[src/hdl/i2cms_pkg.sv]
package i2cms_pkg;

    localparam int unsigned MAX_LENGTH = 255;

    localparam logic [1:0] CMD_START  = 2'd0;
    localparam logic [1:0] CMD_BYTE   = 2'd1;
    localparam logic [1:0] CMD_STATUS = 2'd2;

    localparam logic [2:0] K_ADDR = 3'd0;
    localparam logic [2:0] K_DATA = 3'd1;
    localparam logic [2:0] K_CTRL = 3'd2;
    localparam logic [2:0] K_RX   = 3'd3;
    localparam logic [2:0] K_NEED = 3'd4;
    localparam logic [2:0] K_DONE = 3'd5;

    localparam logic [7:0] CW_ACK   = 8'h08;
    localparam logic [7:0] CW_STOP  = 8'h04;
    localparam logic [7:0] CW_START = 8'h02;
    localparam logic [7:0] CW_RUN   = 8'h01;

    localparam int unsigned ST_DATA_NACK = 3;
    localparam int unsigned ST_ADDR_NACK = 2;
    localparam int unsigned ST_ERROR     = 1;
    localparam int unsigned ST_BUSY      = 0;

    localparam logic [3:0] RETRIES_RST = 4'd3;
    localparam logic [7:0] RX_BAD      = 8'hFF;

    typedef struct packed {
        logic [2:0] kind;
        logic [7:0] value;
        logic       failed;
    } result_t;

endpackage

[src/hdl/i2c_master_transfer_sequencer_core.sv]
// Channel  Direction  Handshake              Payload
// in       receive    in_valid / in_stall    cmd, is_read, slave_addr, xfer_length,
//                                            repeat_start, data_byte, engine_status,
//                                            engine_rx_byte
// out      send       out_valid / out_stall  kind, value, failed, last
// cfg      receive    cfg_wr_en              cfg_wr_data (max_retries)
//
// An item is registered, then decoded combinationally into a result buffer of up to three results.
// Results leave one per cycle while out_stall is low; an item waits until the last result of the one before leaves.
// Items giving no result pass at one per cycle; a first result follows the input register, then the result buffer.
// rst_n clears control state and sets max_retries to 3; no clearing pass.
// out_stall holds the result buffer; in_stall rises only when the input register cannot move on.
module i2c_master_transfer_sequencer_core
    import i2cms_pkg::*;
(
    input  logic       clk,
    input  logic       rst_n,
    input  logic       cfg_wr_en,
    input  logic [3:0] cfg_wr_data,
    input  logic       in_valid,
    output logic       in_stall,
    input  logic [1:0] cmd,
    input  logic       is_read,
    input  logic [6:0] slave_addr,
    input  logic [7:0] xfer_length,
    input  logic       repeat_start,
    input  logic [7:0] data_byte,
    input  logic [3:0] engine_status,
    input  logic [7:0] engine_rx_byte,
    output logic       out_valid,
    input  logic       out_stall,
    output logic [2:0] kind,
    output logic [7:0] value,
    output logic       failed,
    output logic       last
);

    typedef enum logic [1:0] {
        PH_IDLE        = 2'd0,
        PH_WAIT_STATUS = 2'd1,
        PH_WAIT_HOST   = 2'd2
    } phase_t;

    phase_t     phase_reg, phase_next;
    logic       reading_reg, reading_next;
    logic [6:0] target_reg, target_next;
    logic [7:0] total_reg, total_next;
    logic [7:0] index_reg, index_next;
    logic [3:0] attempt_reg, attempt_next;
    logic       hold_reg, hold_next;
    logic [3:0] max_retries_reg;

    logic       in_full_reg;
    logic [1:0] cmd_reg;
    logic       is_read_reg;
    logic [6:0] slave_addr_reg;
    logic [7:0] xfer_length_reg;
    logic       repeat_start_reg;
    logic [7:0] data_byte_reg;
    logic [3:0] status_reg;
    logic [7:0] rx_byte_reg;

    result_t    res_reg [3];
    logic [1:0] res_cnt_reg;
    logic [1:0] res_idx_reg;

    result_t    res_calc [3];
    logic [1:0] n_calc;
    logic [7:0] index_inc;
    logic       res_last;
    logic       out_fire;
    logic       buf_free;
    logic       adv;
    logic       in_fire;

    function automatic logic [7:0] read_ctl(input logic [7:0] total, input logic [7:0] idx);
        logic [7:0] cw;
        if (total == 8'd1)
            cw = CW_STOP | CW_START | CW_RUN;
        else if (idx == 8'd0)
            cw = CW_ACK | CW_START | CW_RUN;
        else if (({1'b0, idx} + 9'd1) == {1'b0, total})
            cw = CW_STOP | CW_RUN;
        else
            cw = CW_ACK | CW_RUN;
        return cw;
    endfunction

    function automatic logic [7:0] write_ctl(input logic [7:0] total, input logic [7:0] idx,
                                             input logic hold);
        logic [7:0] cw;
        if (total == 8'd1)
            cw = CW_START | CW_RUN | (hold ? 8'h00 : CW_STOP);
        else if (idx == 8'd0)
            cw = CW_START | CW_RUN;
        else if (({1'b0, idx} + 9'd1) == {1'b0, total})
            cw = CW_STOP | CW_RUN;
        else
            cw = CW_RUN;
        return cw;
    endfunction

    assign out_valid = (res_cnt_reg != 2'd0);
    assign res_last  = (res_idx_reg == (res_cnt_reg - 2'd1));
    assign out_fire  = out_valid && !out_stall;
    assign buf_free  = !out_valid || (out_fire && res_last);
    assign adv       = in_full_reg && buf_free;
    assign in_stall  = in_full_reg && !buf_free;
    assign in_fire   = in_valid && !in_stall;

    assign kind   = res_reg[res_idx_reg].kind;
    assign value  = res_reg[res_idx_reg].value;
    assign failed = res_reg[res_idx_reg].failed;
    assign last   = res_last;

    assign index_inc = index_reg + 8'd1;

    always_comb
    begin
        phase_next   = phase_reg;
        reading_next = reading_reg;
        target_next  = target_reg;
        total_next   = total_reg;
        index_next   = index_reg;
        attempt_next = attempt_reg;
        hold_next    = hold_reg;
        n_calc       = 2'd0;
        for (int i = 0; i < 3; i++)
        begin
            res_calc[i] = '0;
        end

        unique case (cmd_reg)
            CMD_START:
            begin
                if (phase_reg == PH_IDLE)
                begin
                    if (xfer_length_reg == 8'd0 || 32'(xfer_length_reg) > MAX_LENGTH)
                    begin
                        res_calc[n_calc] = '{K_DONE, 8'd0, 1'b1};
                        n_calc = n_calc + 2'd1;
                    end
                    else
                    begin
                        reading_next = is_read_reg;
                        target_next  = slave_addr_reg;
                        total_next   = xfer_length_reg;
                        hold_next    = repeat_start_reg;
                        index_next   = 8'd0;
                        attempt_next = 4'd0;
                        if (slave_addr_reg != 7'd0)
                        begin
                            res_calc[n_calc] = '{K_ADDR, {slave_addr_reg, is_read_reg}, 1'b0};
                            n_calc = n_calc + 2'd1;
                        end
                        if (is_read_reg)
                        begin
                            res_calc[n_calc] = '{K_CTRL, read_ctl(xfer_length_reg, 8'd0), 1'b0};
                            n_calc = n_calc + 2'd1;
                        end
                        else
                        begin
                            res_calc[n_calc] = '{K_DATA, data_byte_reg, 1'b0};
                            n_calc = n_calc + 2'd1;
                            res_calc[n_calc] = '{K_CTRL,
                                write_ctl(xfer_length_reg, 8'd0, repeat_start_reg), 1'b0};
                            n_calc = n_calc + 2'd1;
                        end
                        phase_next = PH_WAIT_STATUS;
                    end
                end
            end
            CMD_BYTE:
            begin
                if (phase_reg == PH_WAIT_HOST)
                begin
                    res_calc[n_calc] = '{K_DATA, data_byte_reg, 1'b0};
                    n_calc = n_calc + 2'd1;
                    res_calc[n_calc] = '{K_CTRL, write_ctl(total_reg, index_reg, hold_reg), 1'b0};
                    n_calc = n_calc + 2'd1;
                    phase_next = PH_WAIT_STATUS;
                end
            end
            CMD_STATUS:
            begin
                if (phase_reg == PH_WAIT_STATUS && !status_reg[ST_BUSY])
                begin
                    if (reading_reg)
                    begin
                        if ((status_reg[ST_ADDR_NACK] || status_reg[ST_ERROR])
                            && attempt_reg < max_retries_reg)
                        begin
                            attempt_next = attempt_reg + 4'd1;
                            if (index_reg == 8'd0 && target_reg != 7'd0)
                            begin
                                res_calc[n_calc] = '{K_ADDR, {target_reg, 1'b1}, 1'b0};
                                n_calc = n_calc + 2'd1;
                            end
                            res_calc[n_calc] = '{K_CTRL, read_ctl(total_reg, index_reg), 1'b0};
                            n_calc = n_calc + 2'd1;
                        end
                        else if (rx_byte_reg == RX_BAD)
                        begin
                            res_calc[n_calc] = '{K_DONE, 8'd0, 1'b1};
                            n_calc = n_calc + 2'd1;
                            phase_next = PH_IDLE;
                        end
                        else
                        begin
                            res_calc[n_calc] = '{K_RX, rx_byte_reg, 1'b0};
                            n_calc = n_calc + 2'd1;
                            index_next   = index_inc;
                            attempt_next = 4'd0;
                            if (index_inc >= total_reg)
                            begin
                                res_calc[n_calc] = '{K_DONE, 8'd0, 1'b0};
                                n_calc = n_calc + 2'd1;
                                phase_next = PH_IDLE;
                            end
                            else
                            begin
                                // index_inc is never zero here, so no address write
                                res_calc[n_calc] = '{K_CTRL, read_ctl(total_reg, index_inc),
                                                     1'b0};
                                n_calc = n_calc + 2'd1;
                            end
                        end
                    end
                    else
                    begin
                        if (status_reg[ST_DATA_NACK] || status_reg[ST_ADDR_NACK]
                            || status_reg[ST_ERROR])
                        begin
                            res_calc[n_calc] = '{K_CTRL, CW_STOP, 1'b0};
                            n_calc = n_calc + 2'd1;
                            res_calc[n_calc] = '{K_DONE, 8'd0, 1'b1};
                            n_calc = n_calc + 2'd1;
                            phase_next = PH_IDLE;
                        end
                        else
                        begin
                            index_next = index_inc;
                            if (index_inc >= total_reg)
                            begin
                                res_calc[n_calc] = '{K_DONE, 8'd0, 1'b0};
                                n_calc = n_calc + 2'd1;
                                phase_next = PH_IDLE;
                            end
                            else
                            begin
                                res_calc[n_calc] = '{K_NEED, index_inc, 1'b0};
                                n_calc = n_calc + 2'd1;
                                phase_next = PH_WAIT_HOST;
                            end
                        end
                    end
                end
            end
            default:
            begin
            end
        endcase
    end

    always_ff @(posedge clk or negedge rst_n)
    begin
        if (!rst_n)
        begin
            phase_reg       <= PH_IDLE;
            reading_reg     <= 1'b0;
            target_reg      <= 7'd0;
            total_reg       <= 8'd0;
            index_reg       <= 8'd0;
            attempt_reg     <= 4'd0;
            hold_reg        <= 1'b0;
            max_retries_reg <= RETRIES_RST;
            in_full_reg     <= 1'b0;
            res_cnt_reg     <= 2'd0;
            res_idx_reg     <= 2'd0;
        end
        else
        begin
            if (cfg_wr_en)
            begin
                max_retries_reg <= cfg_wr_data;
            end
            if (adv)
            begin
                phase_reg   <= phase_next;
                reading_reg <= reading_next;
                target_reg  <= target_next;
                total_reg   <= total_next;
                index_reg   <= index_next;
                attempt_reg <= attempt_next;
                hold_reg    <= hold_next;
                res_cnt_reg <= n_calc;
                res_idx_reg <= 2'd0;
            end
            else if (out_fire)
            begin
                if (res_last)
                begin
                    res_cnt_reg <= 2'd0;
                    res_idx_reg <= 2'd0;
                end
                else
                begin
                    res_idx_reg <= res_idx_reg + 2'd1;
                end
            end
            if (in_fire)
            begin
                in_full_reg <= 1'b1;
            end
            else if (adv)
            begin
                in_full_reg <= 1'b0;
            end
        end
    end

    always_ff @(posedge clk)
    begin
        if (in_fire)
        begin
            cmd_reg          <= cmd;
            is_read_reg      <= is_read;
            slave_addr_reg   <= slave_addr;
            xfer_length_reg  <= xfer_length;
            repeat_start_reg <= repeat_start;
            data_byte_reg    <= data_byte;
            status_reg       <= engine_status;
            rx_byte_reg      <= engine_rx_byte;
        end
        if (adv)
        begin
            for (int i = 0; i < 3; i++)
            begin
                res_reg[i] <= res_calc[i];
            end
        end
    end

    a_idx_in_range: assert property (@(posedge clk) disable iff (!rst_n)
        out_valid |-> (res_idx_reg < res_cnt_reg))
        else $error("result index beyond buffer count");

    a_index_below_total: assert property (@(posedge clk) disable iff (!rst_n)
        (phase_reg != PH_IDLE) |-> (total_reg != 8'd0 && index_reg < total_reg))
        else $error("byte index out of transfer range");

    a_failed_only_done: assert property (@(posedge clk) disable iff (!rst_n)
        (out_valid && kind != K_DONE) |-> !failed)
        else $error("failed set on a non-done result");

    a_attempts_write_zero: assert property (@(posedge clk) disable iff (!rst_n)
        (phase_reg != PH_IDLE && !reading_reg) |-> (attempt_reg == 4'd0))
        else $error("retry count set on a write transfer");

    a_done_is_last: assert property (@(posedge clk) disable iff (!rst_n)
        (out_valid && kind == K_DONE) |-> last)
        else $error("done result not last of its item");

endmodule
[config.mk]
export PLATFORM = sky130hd
export DESIGN_NAME = i2c_master_transfer_sequencer_core
export DESIGN_NICKNAME = d
export VERILOG_FILES = /design/src/hdl/i2cms_pkg.sv /design/src/hdl/i2c_master_transfer_sequencer_core.sv
export SDC_FILE = /design/constraint.sdc
export NUM_CORES = 1
export LEC_CHECK = 0
export BUFFER_PORTS_ARGS = -buffer_cell sky130_fd_sc_hd__buf_2
export CORE_MARGIN = 3
export CORE_UTILIZATION = 59
export CTS_CLUSTER_SIZE = 8
export DETAILED_ROUTE_END_ITERATION = 8
export GPL_TIMING_DRIVEN = 0
export MAX_ROUTING_LAYER = met4
export PLACE_DENSITY_LB_ADDON = 0.05
export RECOVER_POWER = 100
export SETUP_SLACK_MARGIN = 0.2
export SYNTH_ARGS = -nofsm -noshare
export SYNTH_HDL_FRONTEND = slang
export SYNTH_SLANG_ARGS = --single-unit
[constraint.sdc]
create_clock -name clk -period 4.2 [get_ports clk]
set_input_delay 0.21 -clock clk [delete_from_list [all_inputs] [get_ports clk]]
set_output_delay 0.21 -clock clk [all_outputs]
set_load 0.01 [all_outputs]
==> results.toml <==
[clock_network]
root_buffer = "clkbuf_8"
clkLatencyLatePin_ps = 380
numCtsBuffers = 9
clk_path_buf_depth = 2
post_cts_resize_count = 0
clock-sinks = 105
clk_pin_slew_ps = 100
cts_tree = "yes"
h-tree-depth = 3

[grt]
grt_max_degree = 41
use_met1 = 0.399
antenna_found_initial = 0
top_usage_layer = "met2"
grt_pass1_wl_um = 24800
use_met3 = 0.0504
use_met2 = 0.439
grt-ovfl-total = 0
grt_pass1_vias = 4802
grtUsageTotal = 0.289

[final_layout]
num-fill-cells = 711
ff_latch_area_mm2 = 0.00296
largest_register_ffs = 26
nets = 746
layout_commonest_cell = "edfxtp_1"
n_antenna_cell = 0
final_cell_mix = "65 x edfxtp_1, 51 x buf_2, 50 x nand2_1, 46 x nor2_1, 38 x dfrtp_1"
multi_input_area_mm2 = 0.00271
final_cell_area_mm2 = 0.00686
drive_gt1_frac = 0.129
syn_to_final_growth_pct = 16.3

[yosys]
yosysTopAreaCell = "edfxtp_1"
synth_top_area_frac = 0.331
synth_cell_types = 72
seq_area_frac_synth = 0.501
synthCells = 567
postSynthAreaPerCell_um2 = 10.4
synth_edf_count = 65
syn-num-nets = 637
async_flop_share = 0.381
syn_area_mm2 = 0.00590
synth-seq-cells = 105
ys_warn_count = 0
synth_area_leaders = "edfxtp_1 33%, dfrtp_1 16%, ha_1 4.7%"
synth_ff_type = "edfxtp_1"

[sta]
period_share = 0.902
hold_ws_ps = 12.7
fin_tns_setup_ps = 0
hold_violations = 0
slew_headroom = -0.601
setup_viol = 0
clock.fmax_mhz = 264
final.setup.worst_slack_ps = 413
slew_viol_final = 81
layout_min_cycle_time_ps = 3790
clock-skew-final_ps = 13.3
worst_pin_slew_ps = 2400
rsz0062_at_grt = "no"

[detailed_routing]
drc = 0
drt_iter0_drc = 686
vias = 4962
drtAntennaViolNets = 0
wl_per_cell_um = 19.0
drt-total-wl_um = 15400
dr.pass1.iters = 8
vias_per_cell = 6.13

[die]
num_rows = 35
dieWidth_um = 106
die_area_mm2 = 0.0112
io_pins = 63
core_area_mm2 = 0.00946
initial_core_util = 0.624
die_h_um = 106

[place]
pre_cts_slack_ps = 570
dpl-instance-area_mm2 = 0.00637
gp_congestion = 0.990
io_buffers = 62
dp_hpwl_um = 11000

[power]
p_leak_nw = 2.77
total_power_mw = 3.86
max-vdd-ir-drop_mv = 0.376
power_density_mw_per_mm2 = 563

[critical_path]
cp-start-kind = "flip-flop"
cp-end-kind = "flip-flop"
critPathRequiredTime_ps = 4470
cp_common_cell = "ha_1"
cp_top_family = "compound AO/OA/AOI/OAI gates"
critPathMaxFanout = 8
slowest_delay_ps = 570
crit_buf_inv = 1
crit_type = "reg -> reg"
arrival_ps = 4050
crit_path_start = "index_reg[0]"
rr_startpoint = "index_reg[0]"
worst_path_max_delay_cell = "dfrtp_1"
worstPathCellList = "ha_1 -> and4_1 -> nand2_1 -> xor2_1 -> inv_1 -> ha_1 -> nand4_1 -> o31ai_1 -> o21ai_0 -> a31oi_1 -> mux2_2"

[outcome]
outcome = "complete, but fails checks"
violations = "max-capacitance violations, max-slew violations"

[run]
cap_violations = 2

[hold_path]
worstHoldStart = "data_byte[0]"
hold_path.class = "in -> reg"
metrics by stage:
stage	std cells	utilization
2_1_floorplan	567	-
3_3_place_gp	758	0.673
3_5_place_dp	758	0.674
4_1_cts	809	0.731
5_1_grt	810	0.725
6_report	810	0.725
worst register-to-register path, delay by kind of cell, from the launching register on:
kind	cells	cell delay (ps)
adders and majority gates	2	620
xor gates and xnor gates	1	330
AOI/OAI and AO/OA	3	1100
muxes	1	380
and+or+nand+nor	3	520
buffers and inverters	1	170
DFF	1	570
worst paths after layout:
kind	slack [ps]	cells after the start	end
setup / recovery	410	11	phase_reg[1]
hold / removal	10	1	data_byte_reg[0]
setup reg to reg	410	11	phase_reg[1]
hold reg to reg	520	1	res_cnt_reg[1]
max in group asynchronous	2370	1	res_idx_reg[0]
min in group asynchronous	510	1	index_reg[2]
synthesized netlist by cell type (8+ instances only):
master / count
edfxtp_1: 65
nand2_1: 49
nor2_1: 45
dfrtp_1: 38
o21ai_0: 29
nand3_1: 27
inv_1: 23
ha_1: 22
a21oi_1: 21
clkbuf_1: 18
mux2_2: 14
o21ai_1: 13
mux2i_1: 11
nor3_1: 11
nand4_1: 10
nor2b_1: 10
and2_1: 9
xnor2_1: 9
a31oi_1: 8
nand2b_1: 8
layer usage:
| metal | routed length (µm) | part of all wire |
|---|---|---|
| met5 | 0 | 0 |
| met4 | 375 | 0.024 |
| met3 | 1220 | 0.079 |
| met2 | 7100 | 0.46 |
| met1 | 6670 | 0.43 |
logic make-up (layout without fill, tap and decap cells):
group | count (synthesis) | in the layout | synth area share
flops | 105 | 105 | 0.501
simple gates | 212 | 212 | 0.188
fa+ha+maj | 22 | 22 | 0.0467
compound gates | 131 | 131 | 0.150
buf+inv | 51 | 165 | 0.0337
xor+xnor | 15 | 15 | 0.0246
mux | 31 | 31 | 0.0569
report_power, final:
part           internal [mW]  switching, mW  leakage (nW)  total (mW)
clock                  0.231          0.365        0.0973       0.597
combinational          0.605          0.944          1.52        1.55
sequential              1.48          0.230          1.15        1.71
final cells by class:
cell class,instances,area share
flip-flops and latches,105,0.431
multi-input cells,411,0.394
repair buffers,98,0.0950
well taps,129,0.0235
clock buffers,9,0.0181
plain buffers,27,0.0155
inverters,24,0.0131
clock inverters,7,0.00967
timing repair:
item                                   in CTS  in global routing
hold buffers                               35                  1
setup buffers                               0                  0
endpoints found under the hold margin      35                  1
(Power assumes the default switching activity.)
